## config.mk

```make
export PLATFORM = sky130hd
export DESIGN_NAME = apogee_detector
export DESIGN_NICKNAME = d
export VERILOG_FILES = /design/src/hw/rtl/apgdet_pkg.sv /design/src/hw/rtl/apogee_detector.sv
export SDC_FILE = /design/constraint.sdc
export NUM_CORES = 1
export LEC_CHECK = 0
export BUFFER_PORTS_ARGS = -buffer_cell sky130_fd_sc_hd__buf_4
export CAP_MARGIN = 40
export CORE_UTILIZATION = 60
export CTS_CLUSTER_DIAMETER = 200
export CTS_CLUSTER_SIZE = 12
export DETAILED_ROUTE_END_ITERATION = 8
export PLACE_DENSITY = 0.79
export SKIP_LAST_GASP = 1
export SLEW_MARGIN = 40
export SYNTH_ARGS = -nofsm -noshare
export SYNTH_HDL_FRONTEND = slang
export SYNTH_SLANG_ARGS = --single-unit
```

## constraint.sdc

```tcl
create_clock -name i_clk -period 17.6 [get_ports i_clk]
set_input_delay 0.88 -clock i_clk [delete_from_list [all_inputs] [get_ports i_clk]]
set_output_delay 0.88 -clock i_clk [all_outputs]
set_load 0.05 [all_outputs]
```

## src/hw/rtl/apgdet_pkg.sv

```systemverilog
`timescale 1ns / 1ps

package apgdet_pkg;

    // Field widths.
    localparam int ALT_W     = 25;
    localparam int VEL_W     = 18;
    localparam int ACC_W     = 18;
    localparam int TIME_W    = 32;
    localparam int CONF_W    = 10;
    localparam int RUN_W     = 5;

    // Configuration register widths and indexes.
    localparam int MARGIN_W  = 17;
    localparam int CONFIRM_W = 5;
    localparam int ARMING_W  = 24;
    localparam int CFG_IDX_W = 2;
    localparam int CFG_DATA_W = 24;

    localparam logic [CFG_IDX_W-1:0] CFG_DESCENT_MARGIN  = 2'd0;
    localparam logic [CFG_IDX_W-1:0] CFG_CONFIRM_SAMPLES = 2'd1;
    localparam logic [CFG_IDX_W-1:0] CFG_ARMING_ALTITUDE = 2'd2;

    localparam logic [MARGIN_W-1:0]  MARGIN_RESET  = 17'd200;
    localparam logic [CONFIRM_W-1:0] CONFIRM_RESET = 5'd5;
    localparam logic [ARMING_W-1:0]  ARMING_RESET  = 24'd5000;

    // Detection thresholds.
    localparam logic [RUN_W-1:0] RUN_MAX = 5'd31;
    localparam int VEL_NOW_LIMIT = -50;
    localparam int VEL_AVG_LIMIT = 20;
    localparam logic [ACC_W-1:0] FALL_LOW  = 18'd9000;
    localparam logic [ACC_W-1:0] FALL_HIGH = 18'd10500;

    localparam logic [CONF_W-1:0] WEIGHT_VEL   = 10'd500;
    localparam logic [CONF_W-1:0] WEIGHT_CURVE = 10'd300;
    localparam logic [CONF_W-1:0] WEIGHT_FALL  = 10'd200;
    localparam logic [CONF_W-1:0] CONF_ADVANCED = 10'd600;
    localparam logic [CONF_W-1:0] CONF_STRONG   = 10'd800;
    localparam logic [CONF_W-1:0] CONF_MAX      = 10'd1000;

    // Smoothing: floor((300*new + 700*old)/1000) = floor((3*new + 7*old)/10).
    localparam int SMOOTH_W     = 14;
    localparam int RECIP_W      = 16;
    localparam logic [RECIP_W-1:0] RECIP_TEN = 16'd52429;
    localparam int RECIP_SHIFT  = 19;

endpackage

```

## src/hw/rtl/apogee_detector.sv

```systemverilog
`timescale 1ns / 1ps

// Apogee detector for a stream of filtered flight samples.
// Input channel (i_in_valid / o_in_ready): one request per sample, carrying
// altitude, vertical velocity, acceleration magnitude and a timestamp.
// Output channel (o_out_valid / i_out_ready): one result request per sample,
// in order, carrying the detection flags, latched apogee, peak altitude and
// smoothed confidence as they stand after that sample.
// A sample is captured in an input register and is evaluated when the result
// register loads, which can wait while the receiver stalls; one sample is taken
// every cycle while results keep being taken. The state update is a single
// pass through the running velocity sum, the peak compare and the constant
// multiplies for the smoothing. When the receiver stalls, the result stays on
// the output and one more sample can wait in the input register; the input
// side stalls after that. Configuration writes take effect on the next edge;
// the user must make them while idle, which the block itself does not enforce.
// Reset (synchronous, active low) clears the peak, counters, confidence and
// detection latch and loads the register defaults; no clearing pass is needed.
module apogee_detector #(
    parameter int ALT_HISTORY_DEPTH = 20,
    parameter int VEL_HISTORY_DEPTH = 10
) (
    input  logic                                  i_clk,
    input  logic                                  i_rst_n,
    input  logic                                  i_cfg_wr_en,
    input  logic [apgdet_pkg::CFG_IDX_W-1:0]      i_cfg_index,
    input  logic [apgdet_pkg::CFG_DATA_W-1:0]     i_cfg_data,
    input  logic                                  i_in_valid,
    output logic                                  o_in_ready,
    input  logic signed [apgdet_pkg::ALT_W-1:0]   i_altitude_cm,
    input  logic signed [apgdet_pkg::VEL_W-1:0]   i_velocity_cms,
    input  logic [apgdet_pkg::ACC_W-1:0]          i_accel_magnitude_mms2,
    input  logic [apgdet_pkg::TIME_W-1:0]         i_timestamp_ms,
    output logic                                  o_out_valid,
    input  logic                                  i_out_ready,
    output logic                                  o_apogee_detected,
    output logic                                  o_apogee_now,
    output logic signed [apgdet_pkg::ALT_W-1:0]   o_apogee_altitude_cm,
    output logic signed [apgdet_pkg::ALT_W-1:0]   o_peak_altitude_cm,
    output logic [apgdet_pkg::CONF_W-1:0]         o_confidence_milli,
    output logic [apgdet_pkg::TIME_W-1:0]         o_apogee_time_ms
);
    import apgdet_pkg::*;

    localparam int AFW  = $clog2(ALT_HISTORY_DEPTH + 1);
    localparam int VFW  = $clog2(VEL_HISTORY_DEPTH + 1);
    localparam int RSW  = (VEL_HISTORY_DEPTH > 1) ? $clog2(VEL_HISTORY_DEPTH) : 1;
    localparam int SUMW = VEL_W + VFW;
    localparam int ACW  = (AFW > CONFIRM_W) ? AFW : CONFIRM_W;
    localparam int VCW  = (VFW > CONFIRM_W) ? VFW : CONFIRM_W;
    localparam int DW   = ALT_W + 1;
    localparam int D2W  = ALT_W + 3;
    localparam int PRODW = SMOOTH_W + RECIP_W;

    localparam logic [AFW-1:0] ALT_FILL_MAX = AFW'(ALT_HISTORY_DEPTH);
    localparam logic [VFW-1:0] VEL_FILL_MAX = VFW'(VEL_HISTORY_DEPTH);
    localparam logic [RSW-1:0] SLOT_LAST    = RSW'(VEL_HISTORY_DEPTH - 1);

    // Configuration.
    logic [MARGIN_W-1:0]  r_margin;
    logic [CONFIRM_W-1:0] r_confirm;
    logic [ARMING_W-1:0]  r_arming;

    // Input stage.
    logic                     r_s1_valid;
    logic signed [ALT_W-1:0]  r_in_alt;
    logic signed [VEL_W-1:0]  r_in_vel;
    logic [ACC_W-1:0]         r_in_acc;
    logic [TIME_W-1:0]        r_in_time;

    // Detector state; apart from r_out_valid it changes only when a result loads, so it is the result.
    logic                     r_out_valid;
    logic                     r_now;
    logic                     r_detected;
    logic signed [ALT_W-1:0]  r_latched_alt;
    logic [TIME_W-1:0]        r_latched_time;
    logic signed [ALT_W-1:0]  r_peak;
    logic [CONF_W-1:0]        r_conf;
    logic [RUN_W-1:0]         r_run;
    logic signed [ALT_W-1:0]  r_alt_prev1;
    logic signed [ALT_W-1:0]  r_alt_prev2;
    logic [AFW-1:0]           r_alt_fill;
    logic signed [VEL_W-1:0]  r_vel_ring [VEL_HISTORY_DEPTH];
    logic [VFW-1:0]           r_vel_fill;
    logic signed [SUMW-1:0]   r_vel_total;
    logic [RSW-1:0]           r_ring_slot;

    logic                     n_now;
    logic                     n_detected;
    logic signed [ALT_W-1:0]  n_latched_alt;
    logic [TIME_W-1:0]        n_latched_time;
    logic signed [ALT_W-1:0]  n_peak;
    logic [CONF_W-1:0]        n_conf;
    logic [RUN_W-1:0]         n_run;
    logic [AFW-1:0]           n_alt_fill;
    logic [VFW-1:0]           n_vel_fill;
    logic signed [SUMW-1:0]   n_vel_total;
    logic [RSW-1:0]           n_ring_slot;

    logic                     s1_go;
    logic [CONFIRM_W-1:0]     need;
    logic                     armed;
    logic                     alt_enough;
    logic                     vel_enough;
    logic signed [DW-1:0]     drop;
    logic signed [SUMW-1:0]   avg_check;
    logic signed [D2W-1:0]    d2;
    logic                     vel_ok;
    logic                     curve_ok;
    logic                     fall_ok;
    logic                     basic;
    logic                     advanced;
    logic [CONF_W-1:0]        combined;
    logic [SMOOTH_W-1:0]      smooth_sum;
    logic [PRODW-1:0]         smooth_prod;
    logic [CONF_W-1:0]        smooth_conf;

    assign s1_go      = r_s1_valid && (!r_out_valid || i_out_ready);
    assign o_in_ready = !r_s1_valid || s1_go;

    always_comb begin
        need = (r_confirm == '0) ? CONFIRM_W'(1) : r_confirm;

        n_alt_fill  = (r_alt_fill < ALT_FILL_MAX) ? r_alt_fill + AFW'(1) : r_alt_fill;
        n_vel_fill  = (r_vel_fill < VEL_FILL_MAX) ? r_vel_fill + VFW'(1) : r_vel_fill;
        n_ring_slot = (r_ring_slot == SLOT_LAST) ? '0 : r_ring_slot + RSW'(1);

        n_vel_total = r_vel_total + SUMW'(r_in_vel);
        if (r_vel_fill >= VEL_FILL_MAX) begin
            n_vel_total = n_vel_total - SUMW'(r_vel_ring[r_ring_slot]);
        end

        n_peak = (r_in_alt > r_peak) ? r_in_alt : r_peak;

        armed = !r_detected &&
                ($signed({n_peak[ALT_W-1], n_peak}) >= $signed({2'b00, r_arming}));
        alt_enough = ACW'(n_alt_fill) >= ACW'(need);
        vel_enough = VCW'(n_vel_fill) >= VCW'(need);

        drop = $signed({n_peak[ALT_W-1], n_peak}) - $signed({r_in_alt[ALT_W-1], r_in_alt});

        n_run = r_run;
        if (armed && alt_enough) begin
            if (drop > $signed(DW'(r_margin))) begin
                n_run = (r_run < RUN_MAX) ? r_run + RUN_W'(1) : r_run;
            end else begin
                n_run = '0;
            end
        end
        basic = alt_enough && (n_run >= RUN_W'(need));

        avg_check = n_vel_total + $signed(SUMW'(n_vel_fill) * SUMW'(VEL_AVG_LIMIT));
        vel_ok    = (r_in_vel < VEL_W'(VEL_NOW_LIMIT)) && avg_check[SUMW-1];
        d2        = D2W'(r_in_alt) - (D2W'(r_alt_prev1) <<< 1) + D2W'(r_alt_prev2);
        curve_ok  = (n_alt_fill >= AFW'(3)) && d2[D2W-1];
        fall_ok   = (r_in_acc < FALL_HIGH) && (r_in_acc > FALL_LOW);

        combined = (vel_ok ? WEIGHT_VEL : '0) + (curve_ok ? WEIGHT_CURVE : '0)
                 + (fall_ok ? WEIGHT_FALL : '0);
        smooth_sum  = SMOOTH_W'(combined) * SMOOTH_W'(3) + SMOOTH_W'(r_conf) * SMOOTH_W'(7);
        smooth_prod = PRODW'(smooth_sum) * PRODW'(RECIP_TEN);
        smooth_conf = smooth_prod[RECIP_SHIFT +: CONF_W];

        n_conf   = (armed && vel_enough) ? smooth_conf : r_conf;
        advanced = armed && vel_enough && (n_conf > CONF_ADVANCED);

        n_now          = armed && advanced && (basic || (n_conf > CONF_STRONG));
        n_detected     = r_detected || n_now;
        n_latched_alt  = n_now ? n_peak : r_latched_alt;
        n_latched_time = n_now ? r_in_time : r_latched_time;
    end

    always_ff @(posedge i_clk) begin
        if (!i_rst_n) begin
            r_margin  <= MARGIN_RESET;
            r_confirm <= CONFIRM_RESET;
            r_arming  <= ARMING_RESET;
        end else if (i_cfg_wr_en) begin
            case (i_cfg_index)
                CFG_DESCENT_MARGIN:  r_margin  <= i_cfg_data[MARGIN_W-1:0];
                CFG_CONFIRM_SAMPLES: r_confirm <= i_cfg_data[CONFIRM_W-1:0];
                CFG_ARMING_ALTITUDE: r_arming  <= i_cfg_data[ARMING_W-1:0];
                default: begin
                end
            endcase
        end
    end

    always_ff @(posedge i_clk) begin
        if (!i_rst_n) begin
            r_s1_valid <= 1'b0;
        end else if (o_in_ready) begin
            r_s1_valid <= i_in_valid;
        end
    end

    always_ff @(posedge i_clk) begin
        if (i_in_valid && o_in_ready) begin
            r_in_alt  <= i_altitude_cm;
            r_in_vel  <= i_velocity_cms;
            r_in_acc  <= i_accel_magnitude_mms2;
            r_in_time <= i_timestamp_ms;
        end
    end

    always_ff @(posedge i_clk) begin
        if (!i_rst_n) begin
            r_out_valid    <= 1'b0;
            r_now          <= 1'b0;
            r_detected     <= 1'b0;
            r_latched_alt  <= '0;
            r_latched_time <= '0;
            r_peak         <= '0;
            r_conf         <= '0;
            r_run          <= '0;
            r_alt_fill     <= '0;
            r_vel_fill     <= '0;
            r_vel_total    <= '0;
            r_ring_slot    <= '0;
        end else if (s1_go) begin
            r_out_valid    <= 1'b1;
            r_now          <= n_now;
            r_detected     <= n_detected;
            r_latched_alt  <= n_latched_alt;
            r_latched_time <= n_latched_time;
            r_peak         <= n_peak;
            r_conf         <= n_conf;
            r_run          <= n_run;
            r_alt_fill     <= n_alt_fill;
            r_vel_fill     <= n_vel_fill;
            r_vel_total    <= n_vel_total;
            r_ring_slot    <= n_ring_slot;
        end else if (i_out_ready) begin
            r_out_valid <= 1'b0;
        end
    end

    always_ff @(posedge i_clk) begin
        if (s1_go) begin
            r_alt_prev1              <= r_in_alt;
            r_alt_prev2              <= r_alt_prev1;
            r_vel_ring[r_ring_slot]  <= r_in_vel;
        end
    end

    assign o_out_valid          = r_out_valid;
    assign o_apogee_detected    = r_detected;
    assign o_apogee_now         = r_now;
    assign o_apogee_altitude_cm = r_latched_alt;
    assign o_peak_altitude_cm   = r_peak;
    assign o_confidence_milli   = r_conf;
    assign o_apogee_time_ms     = r_latched_time;

    a_now_implies_detected: assert property (@(posedge i_clk) disable iff (!i_rst_n)
        r_now |-> r_detected)
        else $error("apogee_now without apogee_detected");

    a_detected_sticks: assert property (@(posedge i_clk) disable iff (!i_rst_n)
        r_detected |=> r_detected)
        else $error("detection latch cleared");

    a_conf_bounded: assert property (@(posedge i_clk) disable iff (!i_rst_n)
        r_conf <= CONF_MAX)
        else $error("confidence above full scale");

    a_frozen_after_detect: assert property (@(posedge i_clk) disable iff (!i_rst_n)
        r_detected |=> ($stable(r_conf) && $stable(r_run) && $stable(r_latched_time)))
        else $error("detector state moved after apogee");

    a_slot_in_range: assert property (@(posedge i_clk) disable iff (!i_rst_n)
        r_ring_slot <= SLOT_LAST)
        else $error("velocity ring slot out of range");
endmodule

```

==> results of run 1 <==
## worst max-delay path, delay by kind of cell, from the launching register on
family / cells / cell delay, ns
multiplexers: 1 / 0.42
AO/OA/AOI/OAI: 23 / 4.98
XOR/XNOR: 3 / 0.80
AND/OR/NAND/NOR: 8 / 2.20
buffers and inverters: 8 / 0.70
flip-flops: 1 / 0.54
adder cells (fa/ha/maj): 15 / 6.53
## logic make-up after synthesis
group	Yosys count
simple gates	647
fa+ha+maj	416
xor+xnor	82
buf+inv	472
flops	509
mux	91
compound gates	613
## per-stage QoR
| step | instance area, sq um | util (%) | std cells | hold WS, ns |
|---|---|---|---|---|
| floorplan | 30300 | - | 2830 | 0.436 |
| global placement | 32600 | 66.1 | 3642 | 0.418 |
| detailed placement | 32700 | 66.2 | 3643 | 0.431 |
| CTS | 34100 | 69.0 | 3730 | 0.422 |
| global route | 34100 | 69.0 | 3730 | 0.431 |
| finish | 34100 | 69.0 | 3730 | 0.443 |
## sequential cells by signal, summed over array words and instances, names as in the netlist, 10 cells and up, named ones only
signal                count
o_apogee_altitude_cm     25
r_arming                 24
r_in_alt                 25
r_in_time                32
r_alt_prev2              25
r_alt_prev1              25
r_in_acc                 18
o_peak_altitude_cm       25
o_confidence_milli       10
r_margin                 17
r_in_vel                 18
r_vel_total              22
o_apogee_time_ms         32
r_vel_ring              180
## cell usage after synthesis, types with 27 or more instances
master    count
o21ai_0     100
clkbuf_1     68
nand2_1     239
a21o_1       58
nand3_1      63
a21oi_1     175
o21ai_1      56
nand3b_1     28
ha_1        309
edfxtp_1    323
mux2i_1      34
nand4_1      27
fa_1        107
a211oi_1     55
xnor2_1      57
nor2_1      153
inv_1       379
mux4_2       36
dfxtp_1     186
## routing by layer
| layer | part of all wire [%] | routed length [microns] | global-route usage (%) | up-vias |
|---|---|---|---|---|
| met2 | 49 | 35100 | 48.8 | 743 |
| met5 | 0 | 0 | 0 | - |
| met1 | 42 | 30600 | 38.1 | 10700 |
| met3 | 6.1 | 4410 | 4.21 | 132 |
| met4 | 2.6 | 1870 | 8.37 | 0 |
| li1 | - | - | - | 10400 |
## report_power, final
group	leakage, uW	internal (uW)	switching, uW
sequential	0.00451	1310	35.3
clock	0.000657	516	449
combinational	0.00939	1440	2010
## final cells by class
class                           instances  area [sq um]
Clock buffer                           84          1340
Clock inverter                          3          55.1
Fill cell                            3649         15300
Inverter                              379          1430
Multi-Input combinational cell       1849         15100
Sequential cell                       509         13400
Tap cell                              664           831
Timing Repair Buffer                  242          1830
## worst max-delay path by stage
stage,cells past startpoint,end
2_1_floorplan,63,o_apogee_altitude_cm[4]
3_3_place_gp,57,o_apogee_altitude_cm[22]
3_5_place_dp,58,o_apogee_altitude_cm[0]
4_1_cts,58,o_apogee_altitude_cm[19]
5_1_grt,57,o_apogee_altitude_cm[19]
6_report,58,o_apogee_altitude_cm[22]
==> impl_metrics.yaml, run 1 <==
status:
  status: "finished, final reports clean"
timing:
  tns_ns: 0
  setup_viol: 0
  fin_crit_sh_pct: 93.0
  finalClockSkew_ns: 0.0250
  rsz0062_at_grt: "false"
  tightest_slew_ns: 0.845
  finalWorstSetupSlack_ns: 1.23
  period_minus_slack_ns: 16.37
  fmax_mhz: 61.1
  relSlewSlack_pct: 43.0
  hold_viol_final: 0
  final_max_slew_viol_count: 0
cells_and_area:
  drive_gt1_share_pct: 12.8
  diodes: 0
  layout_commonest_cell: "inv_1"
  final_cell_mix: "inv_1 (377), edfxtp_1 (323), ha_1 (309), nand2_1 (239), buf_4 (238)"
  synthToLayoutAreaGrowth_pct: 12.4
  nets: 3569
die:
  die_area_sq_um: 51400
  die_h_microns: 227
  die_w_microns: 227
  rows: 81
  io_pins: 220
  start_util_pct: 61.4
  coreArea_sq_um: 49400
logic_synthesis:
  synth_edf_count: 323
  synthTopCellsByArea: "edfxtp_1 (32%), ha_1 (13%), dfxtp_1 (12%)"
  synth_top_area_share_pct: 32.0
  synth_top_family_by_area: "adder cells"
  yosys.area_share.adder_pct: 19.8
  async_flop_share_pct: 0
  synth_area_sq_um: 30300
  synth_nets: 3370
  muxShareOfSynthArea_pct: 4.58
  avgSynthCellArea_sq_um: 10.7
  ys_types: 82
  synth_seq_cells: 509
  synth_warnings: 0
  synth-xor-area-share_pct: 2.42
  seq_area_frac_synth_pct: 44.3
  synth_ff_type: "edfxtp_1"
  yosys.area.top_type: "edfxtp_1"
  synth_compound_area_share_pct: 12.9
  syn_inst: 2830
  synth_simple_gate_area_share_pct: 10.1
clocking:
  cts-root-buf: "clkbuf_16"
  clk_latency_ns: 0.61
  ctsResizeCount: 0
  cts_made_buffers: 48
  worst_setup_hold_path_clk_slew_ns: 0.06
  cts_sinks: 509
  cts_tree: "done"
  cts_max_level: 2
  cts_buffer_depth: 3
  ctsHoldBuffers: 0
  postCtsSetupBuffers: 0
min_path:
  whs_endpoint: "o_apogee_altitude_cm[24]"
  hold_depth: 2
  hp-class: "reg2reg"
  min_from: "o_apogee_altitude_cm[24]"
critical_path:
  cp_data_arrival_time_ns: 16.90
  worstSetupStartpointType: "flop"
  timing.rr.start: "r_in_vel[0]"
  worstSetupEndpointType: "flop"
  ff2ff_setup_slack_ns: 1.23
  r2r_end: "o_apogee_altitude_cm[22]"
  required_ns: 18.14
  cpMostUsedCell: "fa_1"
  cpPeakStageDelay_ns: 0.59
  cp_slowest_cell: "fa_1"
  reg2regPathDepth: 58
  path_max_fanout: 91
  path_class: "reg2reg"
  crit_start: "r_in_vel[0]"
routing:
  routed_wl_microns: 72000
  wire_per_inst_microns: 19.3
  viasPerCell: 5.88
  ant_nets: 0
  vias: 22000
  drcViolationCount: 0
  drt_pre_antenna_iters: 6
  initialDrtViolationCount: 1598
power:
  power_uw: 5760
  ir_drop_mv: 0.310
  p_leak_uw: 0.0146
  power_density_nw_per_um2: 169
place:
  gp_congestion: 0.927
  io_buffers: 219
  dp_hpwl_microns: 51900
  place_ws_ns: 1.53
job:
  maxCapViolCount: 0
grt:
  antenna_found_initial: 1
  grt_pass1_vias: 22400
  grt_first_pass_wirelength_microns: 116000
  grt_max_degree: 92
  grtUsageTotal_pct: 28.7
  gr-total-overflow: 0
Power figures use the tool's default switching activity.
==> inputs of run 2 (changes only) <==
--- a/config.mk
+++ b/config.mk
@@ -7,11 +7,11 @@
 export LEC_CHECK = 0
 export BUFFER_PORTS_ARGS = -buffer_cell sky130_fd_sc_hd__buf_4
 export CAP_MARGIN = 40
-export CORE_UTILIZATION = 60
+export CORE_UTILIZATION = 55
 export CTS_CLUSTER_DIAMETER = 200
 export CTS_CLUSTER_SIZE = 12
 export DETAILED_ROUTE_END_ITERATION = 8
-export PLACE_DENSITY = 0.79
+export PLACE_DENSITY = 0.74
 export SKIP_LAST_GASP = 1
 export SLEW_MARGIN = 40
 export SYNTH_ARGS = -nofsm -noshare
==> impl_metrics.yaml, run 2 (synthesized netlist as in run 1, its figures left out) <==
critical_path:
  path_class: "reg2reg"
  crit_end: "o_apogee_now"
  path_max_fanout: 91
  r2r_end: "o_apogee_now"
  worstSetupEndpointType: "flop"
  timing.rr.start: "r_in_vel[0]"
  crit_start: "r_in_vel[0]"
  ff2ff_setup_slack_ns: 1.29
  reg2regPathDepth: 58
  cpPeakStageDelay_ns: 0.59
  cpMostUsedCell: "fa_1"
  cp_slowest_cell: "fa_1"
  worstSetupStartpointType: "flop"
  required_ns: 18.06
  cp_data_arrival_time_ns: 16.77
timing:
  fin_crit_sh_pct: 92.7
  period_minus_slack_ns: 16.31
  relSlewSlack_pct: 45.9
  final_max_slew_viol_count: 0
  rsz0062_at_grt: "false"
  fmax_mhz: 61.3
  setup_viol: 0
  tns_ns: 0
  finalWorstSetupSlack_ns: 1.29
  hold_viol_final: 0
  tightest_slew_ns: 0.801
  finalClockSkew_ns: 0.0473
clocking:
  cts-root-buf: "clkbuf_16"
  cts_sinks: 509
  ctsResizeCount: 0
  clk_latency_ns: 0.61
  cts_made_buffers: 48
  ctsHoldBuffers: 0
  postCtsSetupBuffers: 0
  cts_tree: "done"
  cts_max_level: 2
  cts_buffer_depth: 3
  worst_setup_hold_path_clk_slew_ns: 0.06
routing:
  viasPerCell: 5.81
  routed_wl_microns: 72000
  drt_pre_antenna_iters: 5
  initialDrtViolationCount: 1333
  wire_per_inst_microns: 19.1
  ant_nets: 0
  vias: 21900
  drcViolationCount: 0
cells_and_area:
  largest_reg_flops: 180
  drive_gt1_share_pct: 12.9
  diodes: 0
  synthToLayoutAreaGrowth_pct: 12.7
  final_cell_mix: "inv_1 (377), edfxtp_1 (323), ha_1 (309), nand2_1 (239), buf_4 (238)"
  layout_commonest_cell: "inv_1"
  regMostFlops: "r_vel_ring"
  nets: 3572
min_path:
  hp-class: "reg2reg"
place:
  io_buffers: 219
  gp_congestion: 0.921
  place_ws_ns: 1.37
  dp_hpwl_microns: 53000
die:
  die_area_sq_um: 56000
  die_w_microns: 237
  coreArea_sq_um: 54100
  rows: 85
  die_h_microns: 237
  start_util_pct: 56.0
  io_pins: 220
power:
  p_sw_uw: 2520
  switching_share_pct: 43.7
  pwr-share-comb_pct: 60.0
  power_uw: 5780
  p_clk_share_pct: 16.7
  pwr-share-seq_pct: 23.2
  internal_power_uw: 3250
  ir_drop_mv: 0.267
  power_density_nw_per_um2: 169
  p_leak_uw: 0.0146
job:
  maxCapViolCount: 0
grt:
  gr-total-overflow: 0
  grtUsageTotal_pct: 26.0
  antenna_found_initial: 0
  grt_first_pass_wirelength_microns: 116000
  grt_pass1_vias: 22200
  grt_max_degree: 92
status:
  status: "finished, final reports clean"
run 2: cell types whose count changed in the layout (fill, tap and decap cells not counted), sizes merged:
cell    delta
clkbuf     -2
inv        +2
clkinv     -1
buf        +3
run 2: worst min path at each step:
stage,startpoint,endpoint,slack (ns),cells after the start
after global routing,i_timestamp_ms[29],r_in_time[29],0.42,1
after global placement,o_apogee_altitude_cm[24],o_apogee_altitude_cm[24],0.42,2
after CTS,i_timestamp_ms[17],r_in_time[17],0.42,1
final,o_apogee_altitude_cm[24],o_apogee_altitude_cm[24],0.44,2
after floorplan,r_arming[10],r_arming[10],0.44,2
after detailed placement,o_apogee_altitude_cm[24],o_apogee_altitude_cm[24],0.43,2
run 2: per-stage QoR:
stage	hold slack, ns	instances	util, %	instance area, sq um
2_1_floorplan	0.436	2830	-	30300
4_1_cts	0.422	3762	63.0	34100
6_report	0.436	3764	63.1	34100
5_1_grt	0.424	3764	63.1	34100
3_5_place_dp	0.425	3676	60.4	32700
3_3_place_gp	0.417	3675	60.4	32700
run 2: layout make-up:
type	instances	area, sq um
clock inverters	4	67.6
fillers	4255	20000
inverters	379	1430
flip-flops and latches	509	13400
multi-input cells	1849	15100
well taps	696	871
repair buffers	245	1870
clock buffers	82	1330
run 2: routing by layer:
layer | GRT usage, % | up-vias | wire, microns
li1 | - | 10400 | -
met4 | 7.32 | 0 | 1600
met3 | 3.15 | 119 | 3420
met2 | 44.3 | 610 | 34900
met5 | 0 | - | 0
met1 | 35.1 | 10700 | 32100
run 2: power groups by stage:
stage	Clock, uW	Sequential [uW]	Combinational [uW]
after floorplan	0	1370	2560
after global placement	0	1370	3310
after detailed placement	0	1370	3420
after CTS	985	1340	3450
after global routing	1030	1350	3960
final	966	1340	3470
run 2: worst max-delay path, delay by kind of cell (launching register included):
| family | cells | cell delay (ns) |
|---|---|---|
| AO/OA/AOI/OAI | 23 | 5.06 |
| XOR/XNOR | 3 | 0.78 |
| adder cells (fa/ha/maj) | 15 | 6.50 |
| buffers and inverters | 8 | 0.68 |
| flip-flops | 1 | 0.53 |
| multiplexers | 1 | 0.42 |
| AND/OR/NAND/NOR | 8 | 2.06 |
